## src/hw/rtl/shcf_pkg.sv

```systemverilog
// ----------------------------------------------------------------------------
// shcf_pkg
// Shared widths, command codes and types of the headphone crossfeed block.
// ----------------------------------------------------------------------------
package shcf_pkg;

	localparam int SAMPLE_BITS = 24;
	localparam int TDATA_W     = ((2 * SAMPLE_BITS + 7) / 8) * 8;

	localparam int GAIN_W    = 17;
	localparam int COEF_W    = 32;
	localparam int STATE_W   = 32;
	localparam int CFG_W     = 32;
	localparam int CFG_IDX_W = 3;

	// Shared multiplier operands: coefficient or gain times data.
	localparam int A_W     = COEF_W + 1;
	localparam int INNER_W = 35;
	localparam int B_W     = INNER_W;
	localparam int P_W     = A_W + B_W;
	localparam int ACC_W   = 64;

	typedef enum logic [CFG_IDX_W-1:0] {
		REG_DIRECT_GAIN = 3'd0,
		REG_CROSS_GAIN  = 3'd1,
		REG_LOWPASS_B0  = 3'd2,
		REG_LOWPASS_B1  = 3'd3,
		REG_LOWPASS_A1  = 3'd4,
		REG_HIGHPASS_B0 = 3'd5,
		REG_HIGHPASS_B1 = 3'd6,
		REG_HIGHPASS_A1 = 3'd7
	} cfg_reg_t;

	typedef enum logic [2:0] {
		A_LP_B0,
		A_LP_B1,
		A_LP_A1,
		A_HP_B0,
		A_HP_B1,
		A_HP_A1,
		A_DG,
		A_CG
	} a_sel_t;

	typedef enum logic [3:0] {
		B_X_L,
		B_X_R,
		B_PREV_L,
		B_PREV_R,
		B_LPL,
		B_LPR,
		B_HPL,
		B_HPR,
		B_INNER_L,
		B_INNER_R
	} b_sel_t;

	typedef enum logic [2:0] {
		ACC_NONE,
		ACC_LOAD,
		ACC_LOAD_RND,
		ACC_ADD,
		ACC_SUB,
		ACC_FSTORE,
		ACC_ISTORE,
		ACC_OSTORE
	} acc_op_t;

	typedef enum logic [2:0] {
		DST_LPL,
		DST_HPL,
		DST_LPR,
		DST_HPR,
		DST_L,
		DST_R
	} dst_t;

	typedef struct packed {
		a_sel_t  a_sel;
		b_sel_t  b_sel;
		acc_op_t acc_op;
		dst_t    dst;
	} dp_cmd_t;

	typedef struct packed {
		logic load_x;
		logic commit;
	} dp_ctl_t;

	localparam dp_cmd_t CMD_NOP = '{a_sel: A_DG, b_sel: B_X_L, acc_op: ACC_NONE, dst: DST_L};

endpackage

```

## src/hw/rtl/shcf_ctrl.sv

```systemverilog
// ----------------------------------------------------------------------------
// shcf_ctrl
// Sequencer that steps the shared multiply-accumulate datapath through the
// four filters and the two output mixes of one stereo pair.
// ----------------------------------------------------------------------------
module shcf_ctrl
	import shcf_pkg::*;
(
	input  logic    clk,
	input  logic    arst_n,
	input  logic    in_valid,
	output logic    in_ready,
	output logic    out_valid,
	input  logic    out_ready,
	output dp_cmd_t cmd,
	output dp_ctl_t ctl
);

	localparam int NUM_STEPS = 28;
	localparam int STEP_W    = $clog2(NUM_STEPS + 2);

	typedef enum logic [1:0] {
		ST_IDLE,
		ST_RUN,
		ST_DONE
	} state_t;

	state_t            state_q;
	logic [STEP_W-1:0] step_q;
	dp_cmd_t           cmd_q;
	logic              out_valid_q;

	function automatic dp_cmd_t step_cmd(input logic [STEP_W-1:0] step);
		dp_cmd_t c;
		c = CMD_NOP;
		case (step)
			// Lowpass of the right channel into the left output.
			5'd0:  c = '{A_LP_B0, B_X_R,     ACC_LOAD,     DST_LPL};
			5'd1:  c = '{A_LP_B1, B_PREV_R,  ACC_ADD,      DST_LPL};
			5'd2:  c = '{A_LP_A1, B_LPL,     ACC_SUB,      DST_LPL};
			5'd3:  c = '{A_DG,    B_X_L,     ACC_FSTORE,   DST_LPL};
			5'd4:  c = '{A_HP_B0, B_X_L,     ACC_LOAD,     DST_HPL};
			5'd5:  c = '{A_HP_B1, B_PREV_L,  ACC_ADD,      DST_HPL};
			5'd6:  c = '{A_HP_A1, B_HPL,     ACC_SUB,      DST_HPL};
			5'd7:  c = '{A_DG,    B_X_L,     ACC_FSTORE,   DST_HPL};
			5'd8:  c = '{A_LP_B0, B_X_L,     ACC_LOAD,     DST_LPR};
			5'd9:  c = '{A_LP_B1, B_PREV_L,  ACC_ADD,      DST_LPR};
			5'd10: c = '{A_LP_A1, B_LPR,     ACC_SUB,      DST_LPR};
			5'd11: c = '{A_DG,    B_X_L,     ACC_FSTORE,   DST_LPR};
			5'd12: c = '{A_HP_B0, B_X_R,     ACC_LOAD,     DST_HPR};
			5'd13: c = '{A_HP_B1, B_PREV_R,  ACC_ADD,      DST_HPR};
			5'd14: c = '{A_HP_A1, B_HPR,     ACC_SUB,      DST_HPR};
			5'd15: c = '{A_DG,    B_X_L,     ACC_FSTORE,   DST_HPR};
			// Inner mix sums carry the rounding offset from the first product.
			5'd16: c = '{A_DG,    B_X_L,     ACC_LOAD_RND, DST_L};
			5'd17: c = '{A_CG,    B_LPL,     ACC_ADD,      DST_L};
			5'd18: c = '{A_CG,    B_HPL,     ACC_ADD,      DST_L};
			5'd19: c = '{A_DG,    B_X_L,     ACC_ISTORE,   DST_L};
			5'd20: c = '{A_DG,    B_X_R,     ACC_LOAD_RND, DST_R};
			5'd21: c = '{A_CG,    B_LPR,     ACC_ADD,      DST_R};
			5'd22: c = '{A_CG,    B_HPR,     ACC_ADD,      DST_R};
			5'd23: c = '{A_DG,    B_X_L,     ACC_ISTORE,   DST_R};
			5'd24: c = '{A_DG,    B_INNER_L, ACC_LOAD_RND, DST_L};
			5'd25: c = '{A_DG,    B_X_L,     ACC_OSTORE,   DST_L};
			5'd26: c = '{A_DG,    B_INNER_R, ACC_LOAD_RND, DST_R};
			5'd27: c = '{A_DG,    B_X_L,     ACC_OSTORE,   DST_R};
			default: c = CMD_NOP;
		endcase
		return c;
	endfunction

	assign in_ready   = (state_q == ST_IDLE);
	assign out_valid  = out_valid_q;
	assign cmd        = cmd_q;
	assign ctl.load_x = in_valid && (state_q == ST_IDLE);
	assign ctl.commit = (state_q == ST_DONE) && (!out_valid_q || out_ready);

	always_ff @(posedge clk or negedge arst_n) begin
		if (!arst_n) begin
			state_q     <= ST_IDLE;
			step_q      <= '0;
			cmd_q       <= CMD_NOP;
			out_valid_q <= 1'b0;
		end else begin
			if (ctl.commit) begin
				out_valid_q <= 1'b1;
			end else if (out_ready) begin
				out_valid_q <= 1'b0;
			end
			case (state_q)
				ST_IDLE: begin
					cmd_q <= CMD_NOP;
					if (in_valid) begin
						state_q <= ST_RUN;
						step_q  <= '0;
					end
				end
				ST_RUN: begin
					// Two extra steps let the last command clear both datapath stages.
					if (step_q == STEP_W'(NUM_STEPS + 1)) begin
						cmd_q   <= CMD_NOP;
						state_q <= ST_DONE;
					end else begin
						cmd_q  <= step_cmd(step_q);
						step_q <= step_q + 1'b1;
					end
				end
				ST_DONE: begin
					cmd_q <= CMD_NOP;
					if (ctl.commit) begin
						state_q <= ST_IDLE;
					end
				end
				default: begin
					cmd_q   <= CMD_NOP;
					state_q <= ST_IDLE;
				end
			endcase
		end
	end

endmodule

```

## src/hw/rtl/shcf_datapath.sv

```systemverilog
// ----------------------------------------------------------------------------
// shcf_datapath
// Configuration registers, filter history and one shared multiplier feeding a
// saturating 64-bit accumulator, with rounding and clamping store paths.
// ----------------------------------------------------------------------------
module shcf_datapath
	import shcf_pkg::*;
(
	input  logic                          clk,
	input  logic                          arst_n,
	input  logic                          cfg_wr_en,
	input  logic [CFG_IDX_W-1:0]          cfg_index,
	input  logic [CFG_W-1:0]              cfg_data,
	input  dp_cmd_t                       cmd,
	input  dp_ctl_t                       ctl,
	input  logic signed [SAMPLE_BITS-1:0] in_left,
	input  logic signed [SAMPLE_BITS-1:0] in_right,
	output logic signed [SAMPLE_BITS-1:0] out_left,
	output logic signed [SAMPLE_BITS-1:0] out_right
);

	localparam logic signed [ACC_W:0] FILT_RND = (ACC_W+1)'(1) <<< 29;
	localparam logic signed [ACC_W-1:0] OUT_RND = ACC_W'(1) <<< 15;
	localparam logic signed [ACC_W-31:0] FILT_MAX = (ACC_W-30)'((64'sd1 <<< 31) - 64'sd1);
	localparam logic signed [ACC_W-31:0] FILT_MIN = -((ACC_W-30)'(64'sd1 <<< 31));
	localparam logic signed [ACC_W-17:0] OUT_MAX =
		(ACC_W-16)'((64'sd1 <<< (SAMPLE_BITS - 1)) - 64'sd1);
	localparam logic signed [ACC_W-17:0] OUT_MIN = -((ACC_W-16)'(64'sd1 <<< (SAMPLE_BITS - 1)));

	logic        [GAIN_W-1:0]      same_gain_q;
	logic        [GAIN_W-1:0]      blend_gain_q;
	logic signed [COEF_W-1:0]      lp_b0_q, lp_b1_q, lp_a1_q;
	logic signed [COEF_W-1:0]      hp_b0_q, hp_b1_q, hp_a1_q;

	logic signed [SAMPLE_BITS-1:0] x_l_q, x_r_q;
	logic signed [SAMPLE_BITS-1:0] prev_l_q, prev_r_q;
	logic signed [STATE_W-1:0]     lpl_q, lpr_q, hpl_q, hpr_q;
	logic signed [INNER_W-1:0]     inner_l_q, inner_r_q;
	logic signed [SAMPLE_BITS-1:0] res_l_q, res_r_q;
	logic signed [SAMPLE_BITS-1:0] out_l_q, out_r_q;

	logic signed [A_W-1:0]   a_op;
	logic signed [B_W-1:0]   b_op;
	logic signed [P_W-1:0]   prod;
	logic signed [ACC_W-1:0] prod_s1;
	dp_cmd_t                 cmd_s1;
	logic signed [ACC_W-1:0] acc_q;

	logic signed [ACC_W:0]    p_ext, addend, acc_sum, rnd_sum;
	logic signed [ACC_W-1:0]  acc_next, rnd_sat;
	logic signed [ACC_W-31:0] filt_sh;
	logic signed [STATE_W-1:0] filt_val;
	logic signed [ACC_W-17:0] out_sh;
	logic signed [SAMPLE_BITS-1:0] out_val;

	function automatic logic signed [ACC_W-1:0] sat_wide(input logic signed [ACC_W:0] v);
		logic signed [ACC_W-1:0] r;
		if (v[ACC_W] != v[ACC_W-1]) begin
			r = v[ACC_W] ? {1'b1, {(ACC_W-1){1'b0}}} : {1'b0, {(ACC_W-1){1'b1}}};
		end else begin
			r = v[ACC_W-1:0];
		end
		return r;
	endfunction

	function automatic logic signed [SAMPLE_BITS-1:0] x_sel(input b_sel_t s,
		input logic signed [SAMPLE_BITS-1:0] xl, input logic signed [SAMPLE_BITS-1:0] xr,
		input logic signed [SAMPLE_BITS-1:0] pl, input logic signed [SAMPLE_BITS-1:0] pr);
		logic signed [SAMPLE_BITS-1:0] r;
		case (s)
			B_X_R:    r = xr;
			B_PREV_L: r = pl;
			B_PREV_R: r = pr;
			default:  r = xl;
		endcase
		return r;
	endfunction

	// Operand selection for the shared multiplier.
	always_comb begin
		case (cmd.a_sel)
			A_LP_B0: a_op = {lp_b0_q[COEF_W-1], lp_b0_q};
			A_LP_B1: a_op = {lp_b1_q[COEF_W-1], lp_b1_q};
			A_LP_A1: a_op = {lp_a1_q[COEF_W-1], lp_a1_q};
			A_HP_B0: a_op = {hp_b0_q[COEF_W-1], hp_b0_q};
			A_HP_B1: a_op = {hp_b1_q[COEF_W-1], hp_b1_q};
			A_HP_A1: a_op = {hp_a1_q[COEF_W-1], hp_a1_q};
			A_CG:    a_op = {{(A_W-GAIN_W){1'b0}}, blend_gain_q};
			default: a_op = {{(A_W-GAIN_W){1'b0}}, same_gain_q};
		endcase
	end

	always_comb begin
		logic signed [SAMPLE_BITS-1:0] xs;
		xs = x_sel(cmd.b_sel, x_l_q, x_r_q, prev_l_q, prev_r_q);
		case (cmd.b_sel)
			B_LPL:     b_op = {{(B_W-STATE_W){lpl_q[STATE_W-1]}}, lpl_q};
			B_LPR:     b_op = {{(B_W-STATE_W){lpr_q[STATE_W-1]}}, lpr_q};
			B_HPL:     b_op = {{(B_W-STATE_W){hpl_q[STATE_W-1]}}, hpl_q};
			B_HPR:     b_op = {{(B_W-STATE_W){hpr_q[STATE_W-1]}}, hpr_q};
			B_INNER_L: b_op = inner_l_q;
			B_INNER_R: b_op = inner_r_q;
			default:   b_op = {{(B_W-SAMPLE_BITS){xs[SAMPLE_BITS-1]}}, xs};
		endcase
	end

	assign prod = a_op * b_op;

	// Accumulate stage: every product fits in 64 signed bits.
	always_comb begin
		p_ext    = {prod_s1[ACC_W-1], prod_s1};
		addend   = (cmd_s1.acc_op == ACC_SUB) ? -p_ext : p_ext;
		acc_sum  = {acc_q[ACC_W-1], acc_q} + addend;
		acc_next = sat_wide(acc_sum);

		rnd_sum  = {acc_q[ACC_W-1], acc_q} + FILT_RND;
		rnd_sat  = sat_wide(rnd_sum);
		filt_sh  = rnd_sat[ACC_W-1:30];
		if (filt_sh > FILT_MAX) begin
			filt_val = FILT_MAX[STATE_W-1:0];
		end else if (filt_sh < FILT_MIN) begin
			filt_val = FILT_MIN[STATE_W-1:0];
		end else begin
			filt_val = filt_sh[STATE_W-1:0];
		end

		// The accumulator already holds the rounding offset of the mix.
		out_sh = acc_q[ACC_W-1:16];
		if (out_sh > OUT_MAX) begin
			out_val = OUT_MAX[SAMPLE_BITS-1:0];
		end else if (out_sh < OUT_MIN) begin
			out_val = OUT_MIN[SAMPLE_BITS-1:0];
		end else begin
			out_val = out_sh[SAMPLE_BITS-1:0];
		end
	end

	always_ff @(posedge clk or negedge arst_n) begin
		if (!arst_n) begin
			same_gain_q   <= GAIN_W'(65536);
			blend_gain_q  <= '0;
			lp_b0_q       <= '0;
			lp_b1_q       <= '0;
			lp_a1_q       <= '0;
			hp_b0_q       <= '0;
			hp_b1_q       <= '0;
			hp_a1_q       <= '0;
			prev_l_q      <= '0;
			prev_r_q      <= '0;
			lpl_q         <= '0;
			lpr_q         <= '0;
			hpl_q         <= '0;
			hpr_q         <= '0;
			cmd_s1        <= CMD_NOP;
		end else begin
			cmd_s1 <= cmd;
			if (cfg_wr_en) begin
				case (cfg_reg_t'(cfg_index))
					REG_DIRECT_GAIN: same_gain_q   <= cfg_data[GAIN_W-1:0];
					REG_CROSS_GAIN:  blend_gain_q  <= cfg_data[GAIN_W-1:0];
					REG_LOWPASS_B0:  lp_b0_q       <= cfg_data[COEF_W-1:0];
					REG_LOWPASS_B1:  lp_b1_q       <= cfg_data[COEF_W-1:0];
					REG_LOWPASS_A1:  lp_a1_q       <= cfg_data[COEF_W-1:0];
					REG_HIGHPASS_B0: hp_b0_q       <= cfg_data[COEF_W-1:0];
					REG_HIGHPASS_B1: hp_b1_q       <= cfg_data[COEF_W-1:0];
					REG_HIGHPASS_A1: hp_a1_q       <= cfg_data[COEF_W-1:0];
					default: ;
				endcase
			end
			if (cmd_s1.acc_op == ACC_FSTORE) begin
				case (cmd_s1.dst)
					DST_LPL: lpl_q <= filt_val;
					DST_HPL: hpl_q <= filt_val;
					DST_LPR: lpr_q <= filt_val;
					DST_HPR: hpr_q <= filt_val;
					default: ;
				endcase
			end
			if (ctl.commit) begin
				prev_l_q <= x_l_q;
				prev_r_q <= x_r_q;
			end
		end
	end

	always_ff @(posedge clk) begin
		prod_s1 <= prod[ACC_W-1:0];
		if (ctl.load_x) begin
			x_l_q <= in_left;
			x_r_q <= in_right;
		end
		case (cmd_s1.acc_op)
			ACC_LOAD:     acc_q <= prod_s1;
			ACC_LOAD_RND: acc_q <= prod_s1 + OUT_RND;
			ACC_ADD:      acc_q <= acc_next;
			ACC_SUB:      acc_q <= acc_next;
			ACC_ISTORE: begin
				if (cmd_s1.dst == DST_R) begin
					inner_r_q <= acc_q[INNER_W+15:16];
				end else begin
					inner_l_q <= acc_q[INNER_W+15:16];
				end
			end
			ACC_OSTORE: begin
				if (cmd_s1.dst == DST_R) begin
					res_r_q <= out_val;
				end else begin
					res_l_q <= out_val;
				end
			end
			default: ;
		endcase
		if (ctl.commit) begin
			out_l_q <= res_l_q;
			out_r_q <= res_r_q;
		end
	end

	assign out_left  = out_l_q;
	assign out_right = out_r_q;

endmodule

```

## src/hw/rtl/stereo_headphone_crossfeed.sv

```systemverilog
// ----------------------------------------------------------------------------
// stereo_headphone_crossfeed
// One stereo pair is in flight at a time: a new pair is accepted only once the
// previous one has run its 28 multiplier steps, drained the datapath and been
// committed; the commit waits until any held output has been taken.
// A waiting output does not block the next pair from being accepted and run.
// Reset (asynchronous, active low) clears filter history, sets direct gain to
// 1.0 and every other configuration register to zero.
// ----------------------------------------------------------------------------
module stereo_headphone_crossfeed
	import shcf_pkg::*;
(
	input  logic                 clk,
	input  logic                 arst_n,
	input  logic                 s_axis_tvalid,
	output logic                 s_axis_tready,
	input  logic [TDATA_W-1:0]   s_axis_tdata,   // left_in, right_in
	output logic                 m_axis_tvalid,
	input  logic                 m_axis_tready,
	output logic [TDATA_W-1:0]   m_axis_tdata,   // left_out, right_out
	input  logic                 cfg_wr_en,
	input  logic [CFG_IDX_W-1:0] cfg_index,
	input  logic [CFG_W-1:0]     cfg_data
);

	dp_cmd_t                       cmd;
	dp_ctl_t                       ctl;
	logic signed [SAMPLE_BITS-1:0] out_left, out_right;

	shcf_ctrl u_ctrl (
		.clk       (clk),
		.arst_n    (arst_n),
		.in_valid  (s_axis_tvalid),
		.in_ready  (s_axis_tready),
		.out_valid (m_axis_tvalid),
		.out_ready (m_axis_tready),
		.cmd       (cmd),
		.ctl       (ctl)
	);

	shcf_datapath u_datapath (
		.clk       (clk),
		.arst_n    (arst_n),
		.cfg_wr_en (cfg_wr_en),
		.cfg_index (cfg_index),
		.cfg_data  (cfg_data),
		.cmd       (cmd),
		.ctl       (ctl),
		.in_left   (s_axis_tdata[SAMPLE_BITS-1:0]),
		.in_right  (s_axis_tdata[2*SAMPLE_BITS-1:SAMPLE_BITS]),
		.out_left  (out_left),
		.out_right (out_right)
	);

	assign m_axis_tdata = TDATA_W'({out_right, out_left});

	// A finished pair never overwrites an output still waiting to be taken.
	a_commit_free: assert property (@(posedge clk) disable iff (!arst_n)
		ctl.commit |-> (!m_axis_tvalid || m_axis_tready))
		else $error("result committed over a stalled output");

	a_commit_valid: assert property (@(posedge clk) disable iff (!arst_n)
		ctl.commit |=> m_axis_tvalid)
		else $error("output not valid after commit");

	a_one_at_a_time: assert property (@(posedge clk) disable iff (!arst_n)
		(s_axis_tvalid && s_axis_tready) |=> !s_axis_tready)
		else $error("input accepted while a pair is in flight");

	a_load_idle: assert property (@(posedge clk) disable iff (!arst_n)
		ctl.load_x |-> (cmd.acc_op == ACC_NONE))
		else $error("input loaded while the datapath is busy");

endmodule

```

## config.mk

```make
export PLATFORM = sky130hd
export DESIGN_NAME = stereo_headphone_crossfeed
export DESIGN_NICKNAME = d
export VERILOG_FILES = /design/src/hw/rtl/shcf_pkg.sv /design/src/hw/rtl/shcf_ctrl.sv /design/src/hw/rtl/shcf_datapath.sv /design/src/hw/rtl/stereo_headphone_crossfeed.sv
export SDC_FILE = /design/constraint.sdc
export NUM_CORES = 2
export LEC_CHECK = 0
export BUFFER_PORTS_ARGS = -buffer_cell sky130_fd_sc_hd__buf_4
export CAP_MARGIN = 25
export CORE_MARGIN = 5
export CORE_UTILIZATION = 49
export CTS_CLUSTER_DIAMETER = 150
export DETAILED_ROUTE_END_ITERATION = 12
export PLACE_DENSITY = 0.76
export SYNTH_ARGS = -nofsm -noshare
export SYNTH_HDL_FRONTEND = slang
export SYNTH_SLANG_ARGS = --single-unit
```

## constraint.sdc

```tcl
create_clock -name clk -period 14.6 [get_ports clk]
set_input_delay 0.73 -clock clk [delete_from_list [all_inputs] [get_ports clk]]
set_output_delay 0.73 -clock clk [all_outputs]
set_load 0.01 [all_outputs]
```

==> impl_metrics.py <==
metrics = {
    "grt": {
        "grt_pass1_vias": 61500,
        "grt_max_degree": 91,
        "antenna_found_initial": 6,
        "grt_pass1_wl_um": 358000,
        "overflow": 0,
        "grt.total_usage_pct": 28.3,
    },
    "drt": {
        "totalWireLength_um": 232000,
        "wire_per_inst_um": 23.5,
        "drt-vias-per-instance": 5.96,
        "drtAntennaViolNets": 0,
        "dr.pass1.iters": 7,
        "drtIter0Drc": 6361,
        "vias": 58800,
        "drc_errors": 0,
    },
    "sta": {
        "final-setup-viol-count": 0,
        "slew_headroom_pct": 17.5,
        "worst_pin_slew_ns": 1.23,
        "clock-skew-final_ns": 0.0541,
        "final.setup.tns_ns": 0,
        "worst_slack_ns": 3.00,
        "period_needed_ns": 11.60,
        "rsz0062_at_grt": "no",
        "max_freq_mhz": 86.2,
        "finalHoldViolations": 0,
        "drv_slew": 0,
        "fin_crit_sh_pct": 79.4,
    },
    "die": {
        "core-area_um2": 156000,
        "rows": 145,
        "die-area_um2": 165000,
        "start_util_pct": 49.2,
        "die_y_um": 406,
        "die_x_um": 406,
        "io_pins": 138,
    },
    "synthesis": {
        "yosys.area.top_type": "fa_1",
        "syn_area_um2": 76800,
        "syn_avg_cell_area_um2": 9.88,
        "synthTopCellsByArea": "fa_1 30%, dfrtp_1 14%, edfxtp_1 11%",
        "synth-seq-area-share_pct": 26.5,
        "ys_ff_latch": 771,
        "synth.most_common_cell": "inv_1",
        "syn_inst": 7778,
        "async_flop_share_pct": 55.6,
        "synth_nets": 9319,
        "synth_edf_count": 278,
        "ys_warn_count": 0,
        "yosysTopAreaCellShare_pct": 30.3,
        "netlist_top_cells_count": "1,308 x inv_1, 1,163 x fa_1, 992 x nand2_1",
        "synth_cell_types": 89,
        "synth_top_flop_cell": "dfrtp_1",
    },
    "worst_setup_path": {
        "cpMaxStageDelayCell": "dfrtp_2",
        "critPathMaxFanout": 36,
        "cp-end-kind": "register",
        "slowest_delay_ns": 0.99,
        "cp_common_cell": "fa_1",
        "critPathKind": "reg2reg",
        "cp.arrival_ns": 12.20,
        "reg2regPathDepth": 31,
        "required_ns": 15.20,
        "start_kind": "register",
    },
    "placed_design": {
        "dp_hpwl_um": 170000,
        "placed_area_um2": 80500,
        "gp_congestion": 0.970,
        "port-buffer-count": 137,
        "pre_cts_ws_ns": 3.21,
    },
    "clocking": {
        "clk_path_buf_depth": 3,
        "clock-root-buffer": "clkbuf_16",
        "clk_latency_ns": 0.72,
        "cts_tree": "yes",
        "clk_pin_slew_ns": 0.06,
        "cts.repair.resized": 0,
        "cts_made_buffers": 82,
        "htreeDepth": 3,
        "cts_setup_buffers": 0,
        "clock-sinks": 771,
        "cts_hold_buf": 0,
    },
    "worst_hold_path": {
        "min_path_type": "in2async",
    },
    "run": {
        "cap_violations": 0,
    },
    "layout": {
        "final_area_um2": 83400,
        "nets": 9276,
        "drive_gt1_share_pct": 11.9,
        "area_delta_synth_final_pct": 8.61,
        "utilization_pct": 53.5,
    },
    "run_status": {
        "status": "complete, no violations",
    },
}
## flip-flops by register name, summed over array words and instances, names as in the netlist, 35 cells and up
name	flops
u_datapath.prod_s1	64
u_datapath.inner_r_q	35
u_datapath.acc_q	64
u_datapath.inner_l_q	35
## metal layers
| layer | track usage, % | vias to the layer above | routed length [um] |
|---|---|---|---|
| met5 | 0 | - | 57 |
| met4 | 14.6 | 4 | 14800 |
| met3 | 8.17 | 764 | 27300 |
| met2 | 43.3 | 3465 | 103000 |
| met1 | 36.7 | 29800 | 87100 |
| li1 | - | 24800 | - |
## stage by stage
stage | hold slack, ns | instances
global route | 0.0710 | 9864
floorplan | 0.331 | 7778
finish | 0.0494 | 9868
global placement | 0.337 | 9704
detailed placement | 0.336 | 9705
CTS | 0.0706 | 9858
## worst max-delay path, delay by kind of cell (launching register included)
family          cells  cell delay, ns
fa+ha+maj           9            5.23
compound gates      8            1.95
buf+inv             7            1.65
simple gates        6            1.47
flops               1            0.99
xor+xnor            1            0.16
## layout by cell type (no fill, tap or decap), types with 35 or more instances in the layout
master     netlist  routed
o21a_1          44      44
nor2_1         709     699
a222oi_1        40      40
ha_1           290     290
inv_1         1308    1307
edfxtp_1       278     278
o21ai_0        244     243
mux2i_1         52      48
mux2_2         356     356
nor3_1          49      43
a21oi_1        230     221
a21o_1          80      80
nand4_1         41      41
dfrtp_1        424     422
clkbuf_16        0      87
nand2b_1        47      47
dfxtp_1         64      64
nand3_1        107     105
xnor2_1        138     136
a22oi_1         35      35
xor2_1          92      92
and2_1          56      56
a31oi_1         38      35
buf_4            1     279
nand2_1        992     992
and3_1          37      37
nor2b_1         37      36
fa_1          1163    1163
## cell type report
class / count / area [um2]
fillers: 13400 / 72600
multi-input cells: 5288 / 50500
flip-flops and latches: 771 / 20400
inverters: 1308 / 4910
well taps: 2058 / 2570
clock buffers: 107 / 2340
repair buffers: 284 / 2200
clock inverters: 46 / 487
diodes: 6 / 15.0
## path summary, 6_finish.rpt
path / startpoint / to / slack, ns
worst max-delay path: u_ctrl.cmd[7]$_DFF_PN0_ / u_datapath.prod_s1[59]$_DFF_P_ / 3.00
worst min-delay path: arst_n / u_datapath.hpl_q[2]$_DFFE_PN0P_ / 0.05
worst max register to register: u_ctrl.cmd[7]$_DFF_PN0_ / u_datapath.prod_s1[59]$_DFF_P_ / 3.00
worst min register to register: u_ctrl.cmd[4]$_DFF_PN0_ / u_datapath.cmd_s1[4]$_DFF_PN0_ / 0.36
max in group asynchronous: arst_n / u_datapath.hp_b0_q[30]$_DFFE_PN0P_ / 12.15
min in group clk: s_axis_tdata[23] / u_datapath.x_l_q[23]$_DFFE_PP_ / 0.20
## kinds of logic (layout without fill, tap and decap cells)
kind of cell             after synthesis  in the layout  synth area share (%)
AND/OR/NAND/NOR                     2181           2181                  12.2
multiplexers                         433            433                  6.63
other                                  0              6                     0
AO/OA/AOI/OAI                        980            980                  8.42
flip-flops                           771            771                  26.5
adder cells (fa/ha/maj)             1463           1463                  35.2
XOR/XNOR                             231            231                  2.64
buffers and inverters               1719           1745                  8.45
Power is not shown: default switching activity piles up to over one toggle a cycle in this logic, so the estimate is an artifact.
